## config.mk

```make
export PLATFORM = sky130hd
export DESIGN_NAME = aes_round_cell
export DESIGN_NICKNAME = d
export VERILOG_FILES = /design/src/rtl/aes_pkg.sv /design/src/rtl/aes_round_cell.sv
export SDC_FILE = /design/constraint.sdc
export NUM_CORES = 2
export LEC_CHECK = 0
export BUFFER_PORTS_ARGS = -buffer_cell sky130_fd_sc_hd__buf_2
export CORE_ASPECT_RATIO = 0.8
export CORE_MARGIN = 10
export CORE_UTILIZATION = 30
export CTS_CLUSTER_SIZE = 16
export DETAILED_ROUTE_END_ITERATION = 7
export MAX_ROUTING_LAYER = met4
export SLEW_MARGIN = 5
export SYNTH_ARGS = -nofsm -noshare
export SYNTH_HDL_FRONTEND = slang
export SYNTH_SLANG_ARGS = --single-unit
```

## constraint.sdc

```tcl
create_clock -name i_clk -period 3.4 [get_ports i_clk]
set_clock_uncertainty 0.2 [all_clocks]
set_input_delay 0 -clock i_clk [delete_from_list [all_inputs] [get_ports i_clk]]
set_output_delay 0 -clock i_clk [all_outputs]
set_load 0.02 [all_outputs]
```

## src/rtl/aes_pkg.sv

```systemverilog
package aes_pkg;

    localparam int NUM_ROUNDS = 10;
    localparam int BLOCK_W    = 128;
    localparam int HALF_W     = 64;
    localparam int CFG_IDX_W  = 1;
    localparam int LATENCY    = NUM_ROUNDS + 1;

    localparam logic [7:0] RCON_FIRST = 8'h01;
    localparam logic [7:0] GF_POLY    = 8'h1b;

    typedef enum logic [CFG_IDX_W-1:0] {
        CFG_KEY_HIGH = 1'b0,
        CFG_KEY_LOW  = 1'b1
    } t_cfg_reg;

    typedef struct packed {
        logic [HALF_W-1:0] block_high;
        logic [HALF_W-1:0] block_low;
    } t_block_in;

    typedef struct packed {
        logic [HALF_W-1:0] cipher_high;
        logic [HALF_W-1:0] cipher_low;
    } t_block_out;

    // what one round cell hands to the next
    typedef struct packed {
        logic               valid;
        logic [7:0]         rcon;
        logic [BLOCK_W-1:0] round_key;
        logic [BLOCK_W-1:0] state;
    } t_link;

    localparam logic [7:0] SBOX_TAB [0:255] = '{
        8'h63,8'h7c,8'h77,8'h7b,8'hf2,8'h6b,8'h6f,8'hc5,8'h30,8'h01,8'h67,8'h2b,8'hfe,8'hd7,8'hab,8'h76,
        8'hca,8'h82,8'hc9,8'h7d,8'hfa,8'h59,8'h47,8'hf0,8'had,8'hd4,8'ha2,8'haf,8'h9c,8'ha4,8'h72,8'hc0,
        8'hb7,8'hfd,8'h93,8'h26,8'h36,8'h3f,8'hf7,8'hcc,8'h34,8'ha5,8'he5,8'hf1,8'h71,8'hd8,8'h31,8'h15,
        8'h04,8'hc7,8'h23,8'hc3,8'h18,8'h96,8'h05,8'h9a,8'h07,8'h12,8'h80,8'he2,8'heb,8'h27,8'hb2,8'h75,
        8'h09,8'h83,8'h2c,8'h1a,8'h1b,8'h6e,8'h5a,8'ha0,8'h52,8'h3b,8'hd6,8'hb3,8'h29,8'he3,8'h2f,8'h84,
        8'h53,8'hd1,8'h00,8'hed,8'h20,8'hfc,8'hb1,8'h5b,8'h6a,8'hcb,8'hbe,8'h39,8'h4a,8'h4c,8'h58,8'hcf,
        8'hd0,8'hef,8'haa,8'hfb,8'h43,8'h4d,8'h33,8'h85,8'h45,8'hf9,8'h02,8'h7f,8'h50,8'h3c,8'h9f,8'ha8,
        8'h51,8'ha3,8'h40,8'h8f,8'h92,8'h9d,8'h38,8'hf5,8'hbc,8'hb6,8'hda,8'h21,8'h10,8'hff,8'hf3,8'hd2,
        8'hcd,8'h0c,8'h13,8'hec,8'h5f,8'h97,8'h44,8'h17,8'hc4,8'ha7,8'h7e,8'h3d,8'h64,8'h5d,8'h19,8'h73,
        8'h60,8'h81,8'h4f,8'hdc,8'h22,8'h2a,8'h90,8'h88,8'h46,8'hee,8'hb8,8'h14,8'hde,8'h5e,8'h0b,8'hdb,
        8'he0,8'h32,8'h3a,8'h0a,8'h49,8'h06,8'h24,8'h5c,8'hc2,8'hd3,8'hac,8'h62,8'h91,8'h95,8'he4,8'h79,
        8'he7,8'hc8,8'h37,8'h6d,8'h8d,8'hd5,8'h4e,8'ha9,8'h6c,8'h56,8'hf4,8'hea,8'h65,8'h7a,8'hae,8'h08,
        8'hba,8'h78,8'h25,8'h2e,8'h1c,8'ha6,8'hb4,8'hc6,8'he8,8'hdd,8'h74,8'h1f,8'h4b,8'hbd,8'h8b,8'h8a,
        8'h70,8'h3e,8'hb5,8'h66,8'h48,8'h03,8'hf6,8'h0e,8'h61,8'h35,8'h57,8'hb9,8'h86,8'hc1,8'h1d,8'h9e,
        8'he1,8'hf8,8'h98,8'h11,8'h69,8'hd9,8'h8e,8'h94,8'h9b,8'h1e,8'h87,8'he9,8'hce,8'h55,8'h28,8'hdf,
        8'h8c,8'ha1,8'h89,8'h0d,8'hbf,8'he6,8'h42,8'h68,8'h41,8'h99,8'h2d,8'h0f,8'hb0,8'h54,8'hbb,8'h16
    };

    // multiply by x in gf(2^8)
    function automatic logic [7:0] xtime(input logic [7:0] v);
        return {v[6:0], 1'b0} ^ (v[7] ? GF_POLY : 8'h00);
    endfunction

    function automatic logic [31:0] sub_word(input logic [31:0] w);
        return {SBOX_TAB[w[31:24]], SBOX_TAB[w[23:16]], SBOX_TAB[w[15:8]], SBOX_TAB[w[7:0]]};
    endfunction

    // byte n of the state sits at bits 127-8n downward
    function automatic logic [BLOCK_W-1:0] sub_shift(input logic [BLOCK_W-1:0] s);
        logic [BLOCK_W-1:0] t;
        int                 c;
        int                 r;
        int                 src;
        t = '0;
        for (c = 0; c < 4; c++) begin
            for (r = 0; r < 4; r++) begin
                src = 4 * ((c + r) & 3) + r;
                t[BLOCK_W-1-8*(4*c+r) -: 8] = SBOX_TAB[s[BLOCK_W-1-8*src -: 8]];
            end
        end
        return t;
    endfunction

    function automatic logic [BLOCK_W-1:0] mix_cols(input logic [BLOCK_W-1:0] s);
        logic [BLOCK_W-1:0] t;
        logic [31:0]        col;
        logic [7:0]         a0;
        logic [7:0]         a1;
        logic [7:0]         a2;
        logic [7:0]         a3;
        logic [7:0]         all_x;
        int                 c;
        t = '0;
        for (c = 0; c < 4; c++) begin
            col   = s[BLOCK_W-1-32*c -: 32];
            a0    = col[31:24];
            a1    = col[23:16];
            a2    = col[15:8];
            a3    = col[7:0];
            all_x = a0 ^ a1 ^ a2 ^ a3;
            t[BLOCK_W-1-32*c -: 32] = {a0 ^ all_x ^ xtime(a0 ^ a1),
                                       a1 ^ all_x ^ xtime(a1 ^ a2),
                                       a2 ^ all_x ^ xtime(a2 ^ a3),
                                       a3 ^ all_x ^ xtime(a3 ^ a0)};
        end
        return t;
    endfunction

    function automatic logic [BLOCK_W-1:0] next_round_key(input logic [BLOCK_W-1:0] k,
                                                          input logic [7:0]         rcon);
        logic [31:0] w0;
        logic [31:0] w1;
        logic [31:0] w2;
        logic [31:0] w3;
        w3 = k[31:0];
        w0 = k[127:96] ^ sub_word({w3[23:0], w3[31:24]}) ^ {rcon, 24'h000000};
        w1 = k[95:64] ^ w0;
        w2 = k[63:32] ^ w1;
        w3 = w3 ^ w2;
        return {w0, w1, w2, w3};
    endfunction

endpackage

```

## src/rtl/aes_round_cell.sv

```systemverilog
module aes_round_cell #(
    parameter bit IS_FINAL = 1'b0
) (
    input  logic           i_clk,
    input  logic           i_rst_n,
    input  aes_pkg::t_link i_link,
    output aes_pkg::t_link o_link
);
    import aes_pkg::*;

    t_link              r_link;
    logic [BLOCK_W-1:0] n_key;
    logic [BLOCK_W-1:0] n_sub;
    logic [BLOCK_W-1:0] n_state;

    always_comb begin
        n_key   = next_round_key(i_link.round_key, i_link.rcon);
        n_sub   = sub_shift(i_link.state);
        n_state = (IS_FINAL ? n_sub : mix_cols(n_sub)) ^ n_key;
    end

    // only the valid bit is reset, the data fields just follow upstream
    always_ff @(posedge i_clk) begin
        r_link.rcon      <= xtime(i_link.rcon);
        r_link.round_key <= n_key;
        r_link.state     <= n_state;
        if (!i_rst_n) begin
            r_link.valid <= 1'b0;
        end else begin
            r_link.valid <= i_link.valid;
        end
    end

    assign o_link = r_link;

    a_valid_from_upstream: assert property (@(posedge i_clk) disable iff (!i_rst_n)
        r_link.valid |-> $past(i_link.valid))
        else $error("round cell valid without upstream valid");

    a_rcon_live: assert property (@(posedge i_clk) disable iff (!i_rst_n)
        r_link.valid |-> r_link.rcon != 8'h00)
        else $error("round constant lost in chain");

endmodule
```

==> reports/qor.json <==
{
  "final_common_cell": "buf_4",
  "syn_nets": 12200,
  "share_of_power_burned_in_registers_pct": 15.0,
  "failed_checks": "design-rule violations, negative setup slack",
  "timing.slew.headroom_pct": 24.9,
  "ir_drop_mv": 0.404,
  "place.detailed.instances": 18200,
  "design.final.nets": 15300,
  "sequential_cell_area_um2": 5310,
  "grt_pass1_vias": 108000,
  "synthesis.area_per_instance_um2": 6.97,
  "post-route-period-util_pct": 100,
  "route.detailed.wl_per_inst_um": 31.3,
  "dpl_worst_slack_ns": -1.60,
  "initial_core_utilization_pct": 30.2,
  "yosys.area.top_type": "dfxtp_1",
  "synth_cell_type_count": 121,
  "setup.worst_path.end_class": "register",
  "tritoncts_num_sinks": 265,
  "synth-edff-count": 0,
  "seq_area_frac_synth_pct": 6.54,
  "layoutNonFillerInstCount": 18400,
  "antenna_violations_before_repair": 48,
  "num_io_pins": 532,
  "num_vias": 116000,
  "worstHoldPathType": "in -> reg",
  "die-width_um": 601,
  "multi_input_area_um2": 69200,
  "final.min_clock_period_ns": 3.41,
  "postSynth.topFlopCell": "dfxtp_1",
  "clock.fmax_mhz": 293,
  "vias_per_cell": 6.29,
  "largest_net_degree_at_the_start_of_global_routing": 74,
  "p_per_area_nw_per_um2": 356,
  "synth.top_cell.area_share_pct": 6.54,
  "path_class": "in -> reg",
  "warnings_synthesis": 0,
  "hold_viol": 0,
  "final_cell_mix": "buf_4, o21ai_0, a21oi_1",
  "total_grt_overflow": 0,
  "drv.max_cap_violation_count": 0,
  "place_hpwl_um": 466000,
  "synth.area.top_cells": "dfxtp_1, o21ai_0, mux4_2",
  "ctsRootBufferMaster": "clkbuf_16",
  "crit_path_max_fanout": 20,
  "final-max-slew-violation-count": 0,
  "place_congestion": 1.09,
  "grt_first_pass_wirelength_um": 814000,
  "worst_hold_startpoint": "i_link[248]",
  "layout-area-overhead-vs-synth_pct": 43.7,
  "drt-pass1-iter-count": 8,
  "grt_use_total_pct": 37.9,
  "fillers": 27800,
  "timing.critical_path.arrival_ns": 3.70,
  "post_synth_instance_area_um2": 81100,
  "worstPathRequired_ns": 3.69,
  "clock_tree.htree_level_count": 2,
  "setup_ws_ns": -0.0105,
  "ant_nets": 0,
  "whs_path_depth": 6,
  "syn-instance-count": 11600,
  "critPathLaunchType": "input pin",
  "total_leakage_power_nw": 49.2,
  "async_reset_ff_share_pct": 0,
  "largest_register_ff_count": 265,
  "totalWireLength_um": 576000,
  "rsz0062_at_grt": "true",
  "power.switching_fraction_pct": 51.7,
  "number_of_cts_inserted_buffers": 36,
  "fin_util_pct": 43.4,
  "fp.dieArea_um2": 292000,
  "detail_route.drc_violations": 5,
  "clkSlewWorstSetupHoldPaths_ns": 0.06,
  "status": "complete, but fails checks",
  "p_comb_share_pct": 74.8,
  "core-area_um2": 269000,
  "numPortBuffers": 531,
  "clock_power_share_pct": 10.2,
  "row_count": 170,
  "max-clock-path-buffers": 3,
  "holdPathEnd": "o_link[248]",
  "chipHeight_um": 485,
  "setup_viol": 2,
  "timing_worst_slew_pin_value_ns": 1.13,
  "detailed_router_s_first_iteration_violation_count": 19100,
  "fin_total_pwr_w": 0.0415,
  "tritoncts_clock_tree": "built",
  "power.internal_w": 0.0200,
  "drive_gt1_share_pct": 33.9,
  "synth_seq_cells": 265,
  "power.switching_w": 0.0214
}
synthesized netlist by cell type, types with 97 or more instances:
cell,count
a31oi_1,271
a311oi_1,179
nor3_1,414
inv_1,202
ha_1,290
nand2_1,819
o22ai_1,97
nand2b_1,455
nor2b_1,404
dfxtp_1,265
nor2_1,766
o21ai_0,893
nand3_1,363
xnor2_1,412
xor2_1,207
and2_1,125
o221ai_1,100
buf_2,493
mux4_2,196
a211oi_1,227
or2_2,106
o31ai_1,130
a221oi_1,119
clkbuf_1,645
mux2i_1,116
buf_4,114
buf_1,98
a21oi_1,846
o211ai_1,246
o311ai_0,185
critical path: stages:
cell	delay [ns]
clkbuf_4	0.22
buf_4	0.37
nor2_1	0.12
o21ai_0	0.60
nand2_1	0.15
mux4_2	0.49
nand2b_1	0.22
a32oi_1	0.28
xnor2_1	0.21
buf_4	0.18
xor3_1	0.23
dlygate4sd3_1	0.57
cell families after synthesis:
kind of cell,count (synthesis),share of synthesized area (%)
buf+inv,1625,9.04
mux,365,7.64
fa+ha+maj,291,4.49
xor+xnor,738,9.64
compound gates,4391,37.6
flops,265,6.54
simple gates,3970,25.0
routing by layer:
layer	track usage [%]	part of all wire, %
met3	7.27	11
met4	23.0	8.0
met1	49.1	40
met2	54.2	41
met5	-	0
power by group through the flow:
| stage | Clock, W | Combinational [W] | Sequential [W] |
|---|---|---|---|
| after floorplan | 0 | 0.0128 | 0.00654 |
| after global placement | 0 | 0.0302 | 0.00625 |
| after detailed placement | 0 | 0.0299 | 0.00621 |
| after CTS | 0.00430 | 0.0302 | 0.00616 |
| after global routing | 0.00437 | 0.0321 | 0.00612 |
| final | 0.00423 | 0.0310 | 0.00624 |
worst max-delay path by stage:
stage                      from          end  slack, ns  cells after the start
floorplan           i_link[145]   o_link[61]      -0.06                     13
global placement     i_link[49]   o_link[69]      -1.53                     17
detailed placement   i_link[49]   o_link[69]      -1.60                     17
CTS                  i_link[89]   o_link[69]      -0.04                     16
global route         i_link[72]   o_link[28]      -0.05                     17
finish              i_link[145]  o_link[186]      -0.01                     12
layout make-up:
cell class,count,area share (%)
Multi-Input combinational cell,9755,59.4
Timing Repair Buffer,4409,30.2
Sequential cell,265,4.55
Tap cell,3612,3.88
Clock buffer,43,0.848
Inverter,250,0.818
Clock inverter,19,0.200
Antenna cell,62,0.133
what timing repair did:
action	4_1_cts	5_1_grt
gates resized for setup	14	65
endpoints found under the hold margin	201	2
hold buffers	124	2
setup buffers	1	3
pin swaps	2	9
endpoints found under the setup margin	11	43
metrics by stage:
stage | instance area, um2 | hold WS (ns) | TNS (ns)
after floorplan | 81400 | -0.172 | -0.108
after global routing | 117000 | 0.0442 | -0.0961
after global placement | 113000 | -0.0750 | -71.73
after detailed placement | 113000 | -0.0720 | -69.10
final | 117000 | 0.0368 | -0.0178
after CTS | 116000 | 0.00424 | -0.0435
Note: power is estimated with default switching activity, not from simulation.
